### src/hdl/mcw_pkg.sv
// Shared types, constants and helper functions for the maze carving walk unit.
package mcw_pkg;

    localparam int MAX_ROWS = 64;
    localparam int MAX_COLS = 64;
    localparam int ROW_AW   = $clog2(MAX_ROWS);
    localparam int ROW_LIM  = (MAX_ROWS - 1) | 1;
    localparam int COL_LIM  = (MAX_COLS - 1) | 1;
    localparam int FLD_W    = 6;
    localparam int PICK_W   = 8;
    localparam int CFG_W    = 6;

    localparam logic [FLD_W-1:0] GRID_ROWS_RST = 6'd11;
    localparam logic [FLD_W-1:0] GRID_COLS_RST = 6'd21;

    typedef logic [1:0] t_cell;
    localparam t_cell CELL_FREE = 2'd0;
    localparam t_cell CELL_WALL = 2'd1;
    localparam t_cell CELL_PATH = 2'd2;
    localparam t_cell CELL_BACK = 2'd3;

    typedef logic [1:0] t_dir;
    localparam t_dir DIR_UP    = 2'd0;
    localparam t_dir DIR_DOWN  = 2'd1;
    localparam t_dir DIR_RIGHT = 2'd2;
    localparam t_dir DIR_LEFT  = 2'd3;

    typedef logic [1:0] t_cmd;
    localparam t_cmd CMD_INIT = 2'd0;
    localparam t_cmd CMD_STEP = 2'd1;
    localparam t_cmd CMD_READ = 2'd2;

    typedef logic [0:0] t_cfg_idx;
    localparam t_cfg_idx CFG_GRID_ROWS = 1'b0;
    localparam t_cfg_idx CFG_GRID_COLS = 1'b1;

    // One grid row as stored in one memory word
    typedef t_cell [MAX_COLS-1:0] t_row;

    typedef enum logic [1:0] {
        RS_UP   = 2'd0,
        RS_MID  = 2'd1,
        RS_DN   = 2'd2,
        RS_CELL = 2'd3
    } t_rsel;

    typedef struct packed {
        logic  start;
        logic  sweep;
        t_rsel rd_sel;
        logic  cap_en;
        t_rsel cap_sel;
        logic  decide;
        logic  wr_en;
        t_rsel wr_sel;
        logic  upd_pos;
        logic  load_out;
    } t_dp_cmd;

    typedef struct packed {
        logic in_init;
        logic in_step;
        logic in_read;
        logic done;
        logic sweep_last;
        logic any_move;
        logic out_free;
    } t_dp_stat;

    // Size in use: at least 3, odd, at most the largest odd value below the maximum
    function automatic logic [FLD_W-1:0] eff_size(input logic [FLD_W-1:0] v, input int lim);
        logic [FLD_W-1:0] n;
        n = v;
        if (n < 6'd3) n = 6'd3;
        if (!n[0]) n = n + 6'd1;
        if (int'(n) > lim) n = FLD_W'(lim);
        return n;
    endfunction

    // Clamp to the interior and force odd
    function automatic logic [FLD_W-1:0] norm_coord(input logic [FLD_W-1:0] v,
                                                    input logic [FLD_W-1:0] size);
        logic [FLD_W-1:0] x;
        x = v;
        if (x < 6'd1) x = 6'd1;
        if (x > size - 6'd2) x = size - 6'd2;
        if (!x[0]) x = x - 6'd1;
        return x;
    endfunction

    // 8-bit value modulo 3: base-4 digits sum to the same residue
    function automatic logic [1:0] mod3_u8(input logic [PICK_W-1:0] p);
        logic [3:0] s;
        s = {2'b00, p[1:0]} + {2'b00, p[3:2]} + {2'b00, p[5:4]} + {2'b00, p[7:6]};
        priority if (s >= 4'd12) s = s - 4'd12;
        else if (s >= 4'd9)      s = s - 4'd9;
        else if (s >= 4'd6)      s = s - 4'd6;
        else if (s >= 4'd3)      s = s - 4'd3;
        return s[1:0];
    endfunction

    function automatic logic [1:0] pick_mod(input logic [PICK_W-1:0] p, input logic [2:0] n);
        logic [1:0] k;
        unique case (n)
            3'd4:    k = p[1:0];
            3'd3:    k = mod3_u8(p);
            3'd2:    k = {1'b0, p[0]};
            default: k = 2'd0;
        endcase
        return k;
    endfunction

    // Direction of the k-th set bit of a move mask
    function automatic t_dir nth_set(input logic [3:0] m, input logic [1:0] k);
        t_dir       d;
        logic [2:0] cnt;
        d   = DIR_UP;
        cnt = '0;
        for (int b = 0; b < 4; b++) begin
            if (m[b]) begin
                if (cnt == {1'b0, k}) d = 2'(b);
                cnt = cnt + 3'd1;
            end
        end
        return d;
    endfunction

    // Cell of a fetched row; anything outside the grid in use reads as wall
    function automatic t_cell cell_at(input t_row w, input logic [6:0] r, input logic [6:0] c,
                                      input logic [FLD_W-1:0] rows,
                                      input logic [FLD_W-1:0] cols);
        t_cell v;
        v = CELL_WALL;
        if (r < {1'b0, rows} && c < {1'b0, cols}) begin
            for (int k = 0; k < MAX_COLS; k++) begin
                if (int'(c) == k) v = w[k];
            end
        end
        return v;
    endfunction

endpackage

### src/hdl/mcw_ctrl.sv
// Sequencer of the maze carving walk unit: init sweep, step and read sequences.
module mcw_ctrl import mcw_pkg::*; (
    input  logic     i_clk,
    input  logic     i_rst_n,
    input  logic     i_in_valid,
    output logic     o_in_ready,
    input  t_dp_stat i_stat,
    output t_dp_cmd  o_ctl
);
    typedef enum logic [12:0] {
        S_IDLE     = 13'b0000000000001,
        S_INIT     = 13'b0000000000010,
        S_RD_UP    = 13'b0000000000100,
        S_RD_MID   = 13'b0000000001000,
        S_RD_DN    = 13'b0000000010000,
        S_CAP      = 13'b0000000100000,
        S_DECIDE   = 13'b0000001000000,
        S_WR_UP    = 13'b0000010000000,
        S_WR_MID   = 13'b0000100000000,
        S_WR_DN    = 13'b0001000000000,
        S_RD_CELL  = 13'b0010000000000,
        S_CAP_CELL = 13'b0100000000000,
        S_OUT      = 13'b1000000000000
    } t_state;

    t_state r_state;
    t_state n_state;

    always_ff @(posedge i_clk) begin
        if (!i_rst_n) begin
            r_state <= S_IDLE;
        end else begin
            r_state <= n_state;
        end
    end

    always_comb begin
        n_state    = r_state;
        o_ctl      = '0;
        o_in_ready = 1'b0;
        unique case (r_state)
            S_IDLE: begin
                o_in_ready = 1'b1;
                if (i_in_valid) begin
                    o_ctl.start = 1'b1;
                    priority if (i_stat.in_init)                  n_state = S_INIT;
                    else if (i_stat.in_step && !i_stat.done)      n_state = S_RD_UP;
                    else if (i_stat.in_read)                      n_state = S_RD_CELL;
                    else                                          n_state = S_OUT;
                end
            end
            S_INIT: begin
                o_ctl.sweep = 1'b1;
                if (i_stat.sweep_last) n_state = S_OUT;
            end
            S_RD_UP: begin
                o_ctl.rd_sel = RS_UP;
                n_state      = S_RD_MID;
            end
            S_RD_MID: begin
                o_ctl.rd_sel  = RS_MID;
                o_ctl.cap_en  = 1'b1;
                o_ctl.cap_sel = RS_UP;
                n_state       = S_RD_DN;
            end
            S_RD_DN: begin
                o_ctl.rd_sel  = RS_DN;
                o_ctl.cap_en  = 1'b1;
                o_ctl.cap_sel = RS_MID;
                n_state       = S_CAP;
            end
            S_CAP: begin
                o_ctl.cap_en  = 1'b1;
                o_ctl.cap_sel = RS_DN;
                n_state       = S_DECIDE;
            end
            S_DECIDE: begin
                o_ctl.decide = 1'b1;
                n_state      = i_stat.any_move ? S_WR_UP : S_OUT;
            end
            S_WR_UP: begin
                o_ctl.wr_en  = 1'b1;
                o_ctl.wr_sel = RS_UP;
                n_state      = S_WR_MID;
            end
            S_WR_MID: begin
                o_ctl.wr_en  = 1'b1;
                o_ctl.wr_sel = RS_MID;
                n_state      = S_WR_DN;
            end
            S_WR_DN: begin
                // last row write still sees the old position
                o_ctl.wr_en   = 1'b1;
                o_ctl.wr_sel  = RS_DN;
                o_ctl.upd_pos = 1'b1;
                n_state       = S_OUT;
            end
            S_RD_CELL: begin
                o_ctl.rd_sel = RS_CELL;
                n_state      = S_CAP_CELL;
            end
            S_CAP_CELL: begin
                o_ctl.cap_en  = 1'b1;
                o_ctl.cap_sel = RS_CELL;
                n_state       = S_OUT;
            end
            S_OUT: begin
                // hold the result until the output register frees up
                if (i_stat.out_free) begin
                    o_ctl.load_out = 1'b1;
                    n_state        = S_IDLE;
                end
            end
            default: n_state = S_IDLE;
        endcase
    end

    a_one_request_at_a_time: assert property (@(posedge i_clk) disable iff (!i_rst_n)
        (i_in_valid && o_in_ready) |=> !o_in_ready)
        else $error("request accepted while another is in progress");

    a_decide_branches: assert property (@(posedge i_clk) disable iff (!i_rst_n)
        (r_state == S_DECIDE) |=> (r_state == S_WR_UP || r_state == S_OUT))
        else $error("decision not followed by write-back or result");
endmodule

### config.mk
export PLATFORM = sky130hd
export DESIGN_NAME = mcw_ctrl
export DESIGN_NICKNAME = d
export VERILOG_FILES = /design/src/hdl/mcw_pkg.sv /design/src/hdl/mcw_ctrl.sv
export SDC_FILE = /design/constraint.sdc
export NUM_CORES = 1
export LEC_CHECK = 0
export BUFFER_PORTS_ARGS = -buffer_cell sky130_fd_sc_hd__buf_4
export CAP_MARGIN = 0
export CORE_UTILIZATION = 52
export CTS_CLUSTER_SIZE = 14
export DETAILED_ROUTE_END_ITERATION = 10
export GPL_TIMING_DRIVEN = 0
export PLACE_DENSITY = 0.8
export SETUP_SLACK_MARGIN = 0.2
export SLEW_MARGIN = 20
export SYNTH_ARGS = -nofsm -noshare
export SYNTH_HDL_FRONTEND = slang
export SYNTH_SLANG_ARGS = --single-unit
### constraint.sdc
create_clock -name i_clk -period 2.2 [get_ports i_clk]
set_input_delay 0.11 -clock i_clk [delete_from_list [all_inputs] [get_ports i_clk]]
set_output_delay 0.11 -clock i_clk [all_outputs]
set_load 0.01 [all_outputs]
==> impl_metrics.tcl <==
set metrics [dict create \
    via_per_inst 6.09 \
    reg2reg_to "r_state[1]$_SDFFE_PN0P_" \
    critPathArrivalTime_ps 2060 \
    max_freq_mhz 460 \
    min_period_over_period_pct 98.7 \
    tritoncts "built" \
    startpoint_type "register" \
    finalWorstSetupSlack_ps 27.5 \
    drive_gt1_share_pct 53.6 \
    p_int_w 0.000570 \
    ios 24 \
    drtIter0Drc 41 \
    final_max_slew_viol_count 0 \
    grt_overflow 0 \
    min_period_ps 2170 \
    ant_nets 0 \
    place_ws_ps -57.9 \
    fp.dieH_um 45.7 \
    num-nets-final 179 \
    track_usage_pct 31.0 \
    routed_wl_um 3270 \
    cts_made_buffers 3 \
    swShare_pct 36.5 \
    slew_headroom_pct 73.6 \
    min_to "r_state[10]$_SDFFE_PN0P_" \
    drtPass1Iterations 4 \
    cts.path.max_buffers 2 \
    run_status "complete, no violations" \
    worstSetupEndpointType "primary output" \
    hold_class "input port to register" \
    cts_root_buffer "clkbuf_4" \
    synth_warnings 0 \
    cp_max_fo 6 \
    dpl_cell_area_mm2 0.00120 \
    grt_max_degree 11 \
    setup_viol 0 \
    drv_cap 0 \
    cpPeakStageDelay_ps 530 \
    diodes 0 \
    yosys.cell_types.count 50 \
    hold_start "i_stat[4]" \
    port_buffers 22 \
    largest_registers "r_state x13" \
    p_leak_nw 0.674 \
    p_comb_share_pct 53.5 \
    die_area_mm2 0.00209 \
    path_common_cell "buf_6" \
    core_mm2 0.00176 \
    place.gp.congestion 0.898 \
    drc 0 \
    post_drt_wl_per_cell_um 16.9 \
    synth.avg_cell_area_um2 7.88 \
    grt_pass1_vias 1006 \
    worst_pin_slew_ps 395 \
    final_cells 193 \
    syn2layout_area_growth_pct 54.7 \
    async_flop_share_pct 0 \
    dpl.cell_count 173 \
    start_util_pct 56.3 \
    synth.net_count 136 \
    grt_pass1_wl_um 4610 \
    fin_area_mm2 0.00154 \
    rr_worst_depth 8 \
    fillers 102 \
    htreeDepth 1 \
    seqPwrFrac_pct 28.5 \
    vias 1176 \
    largest_register_ffs 13 \
    p_clk_share_pct 18.0 \
    ff2ff_setup_slack_ps 150 \
    rsz0062_at_grt "true" \
    skew_ps 6.94 \
    synth-seq-cells 13 \
    yosysSeqAreaShare_pct 26.2 \
    path_clk_slew_ps 90 \
    clock-sinks 13 \
    path_cells "or4_4 > buf_6 > nor3_4 > nand2_2 > nor3b_2 > a31o_2 > buf_6" \
    antenna_found_initial 0 \
    syn_area_um2 993 \
    clk_latency_ps 290 \
    reg2reg_from "r_state[9]$_SDFFE_PN0P_" \
    power.net_switching_w 0.000328 \
    synthCells 126 \
    tns_ps 0 \
    slowest_stage "or4_4" \
    hold_depth 3 \
    finalCoreUtilization_pct 87.1 \
    irDropWorstVdd_mv 0.562 \
    rows 15 \
    dp_hpwl_um 1960 \
    ys.flop_type "dfxtp_1" \
    critical_path_class "register to primary output" \
    timing_hold_violations_final 0 \
    die_x_um 45.7 \
    power_density_mw_per_mm2 585 \
    required_ps 2090 \
    synth_edf_count 0 \
    top_register "r_state" \
]
-- critical path: cells and delay by family, from the launching register on --
kind,cells,cell delay (ps)
and+or+nand+nor,4,1000
DFF,1,380
buffers and inverters,2,250
AOI/OAI and AO/OA,1,150
-- cells by family (layout without fill, tap and decap cells) --
group,after synthesis,count (layout),share of synthesized area (%)
multiplexers,2,2,2.02
buffers and inverters,14,56,7.68
AND/OR/NAND/NOR,75,75,46.6
flip-flops,13,13,26.2
XOR/XNOR,5,5,4.41
AO/OA/AOI/OAI,17,17,13.1
-- power by group through the flow --
stage	registers, W	logic [W]	clock network (W)
final	0.000256	0.000481	0.000162
after global routing	0.000258	0.000508	0.000175
after CTS	0.000255	0.000434	0.000156
after detailed placement	0.000260	0.000318	0
after global placement	0.000259	0.000312	0
after floorplan	0.000258	0.000234	0
-- how the worst max path moves through the flow --
stage	from	end	slack, ps	depth (start not counted)
3_3_place_gp	r_state[6]$_SDFFE_PN0P_	o_ctl[9]	-60	8
5_1_grt	r_state[5]$_SDFFE_PN0P_	o_ctl[9]	-40	7
6_report	r_state[5]$_SDFFE_PN0P_	o_ctl[9]	30	7
2_1_floorplan	r_state[11]$_SDFFE_PN0P_	r_state[1]$_SDFFE_PN0P_	290	7
4_1_cts	r_state[6]$_SDFFE_PN0P_	o_ctl[9]	60	8
3_5_place_dp	r_state[6]$_SDFFE_PN0P_	o_ctl[9]	-60	8
-- area by class of cell --
class	count	area, µm²	area share, %
buffer	13	108	7.00
clock buffer	4	26.3	1.71
inverter	1	3.75	0.244
multi-input combinational	99	788	51.3
sequential	13	264	17.2
tap	25	31.3	2.04
timing repair buffer	38	315	20.5
-- metrics by stage --
stage | power, W | hold slack, ps
3_3_place_gp | 0.000572 | 345
3_5_place_dp | 0.000578 | 352
6_report | 0.000898 | 42.7
2_1_floorplan | 0.000492 | 224
5_1_grt | 0.000941 | 49.4
4_1_cts | 0.000845 | 60.8
-- synth_stat cells (all sizes together) (2+ instances only) --
cell type	instances	area (µm²)
nor4	4	40.0
mux2i	2	20.0
nor3	11	66.3
nor2	16	60.1
nand2b	4	25.0
xnor2	2	17.5
nand2	9	36.3
o21ai	2	10.0
clkbuf	6	22.5
dfxtp	13	260
and4b	2	21.3
buf	7	50.1
nand3	6	30.0
or2	3	18.8
nor4b	2	17.5
or4	2	18.8
and2	2	15.0
a21oi	3	15.0
xor2	3	26.3
or3	2	12.5
nor3b	5	42.5
-- metal layers --
| layer | routed length (µm) | track usage [%] |
|---|---|---|
| met3 | 223 | 4.76 |
| met5 | 0 | 0 |
| met1 | 1250 | 39.4 |
| met2 | 1710 | 51.1 |
| met4 | 87 | 14.7 |
-- layout by cell type, fill, tap and decap left out, drive strengths merged, types with 3 or more instances in the layout --
| master | count |
|---|---|
| nor4 | 4 |
| dfxtp | 13 |
| nand2 | 9 |
| clkbuf | 8 |
| buf | 47 |
| or2 | 3 |
| nor2 | 16 |
| nor3 | 11 |
| a21oi | 3 |
| nor3b | 5 |
| nand2b | 4 |
| nand3 | 6 |
| xor2 | 3 |
-- repair_timing --
item / 4_1_cts / 5_1_grt
pin swaps: 12 / 9
buffers inserted: 12 / 4
endpoints found under the hold margin: 0 / 0
setup endpoints to repair: 16 / 18
resized for setup: 34 / 17
hold buffers: 0 / 0
No activity file was read; power rests on OpenSTA's default activity.
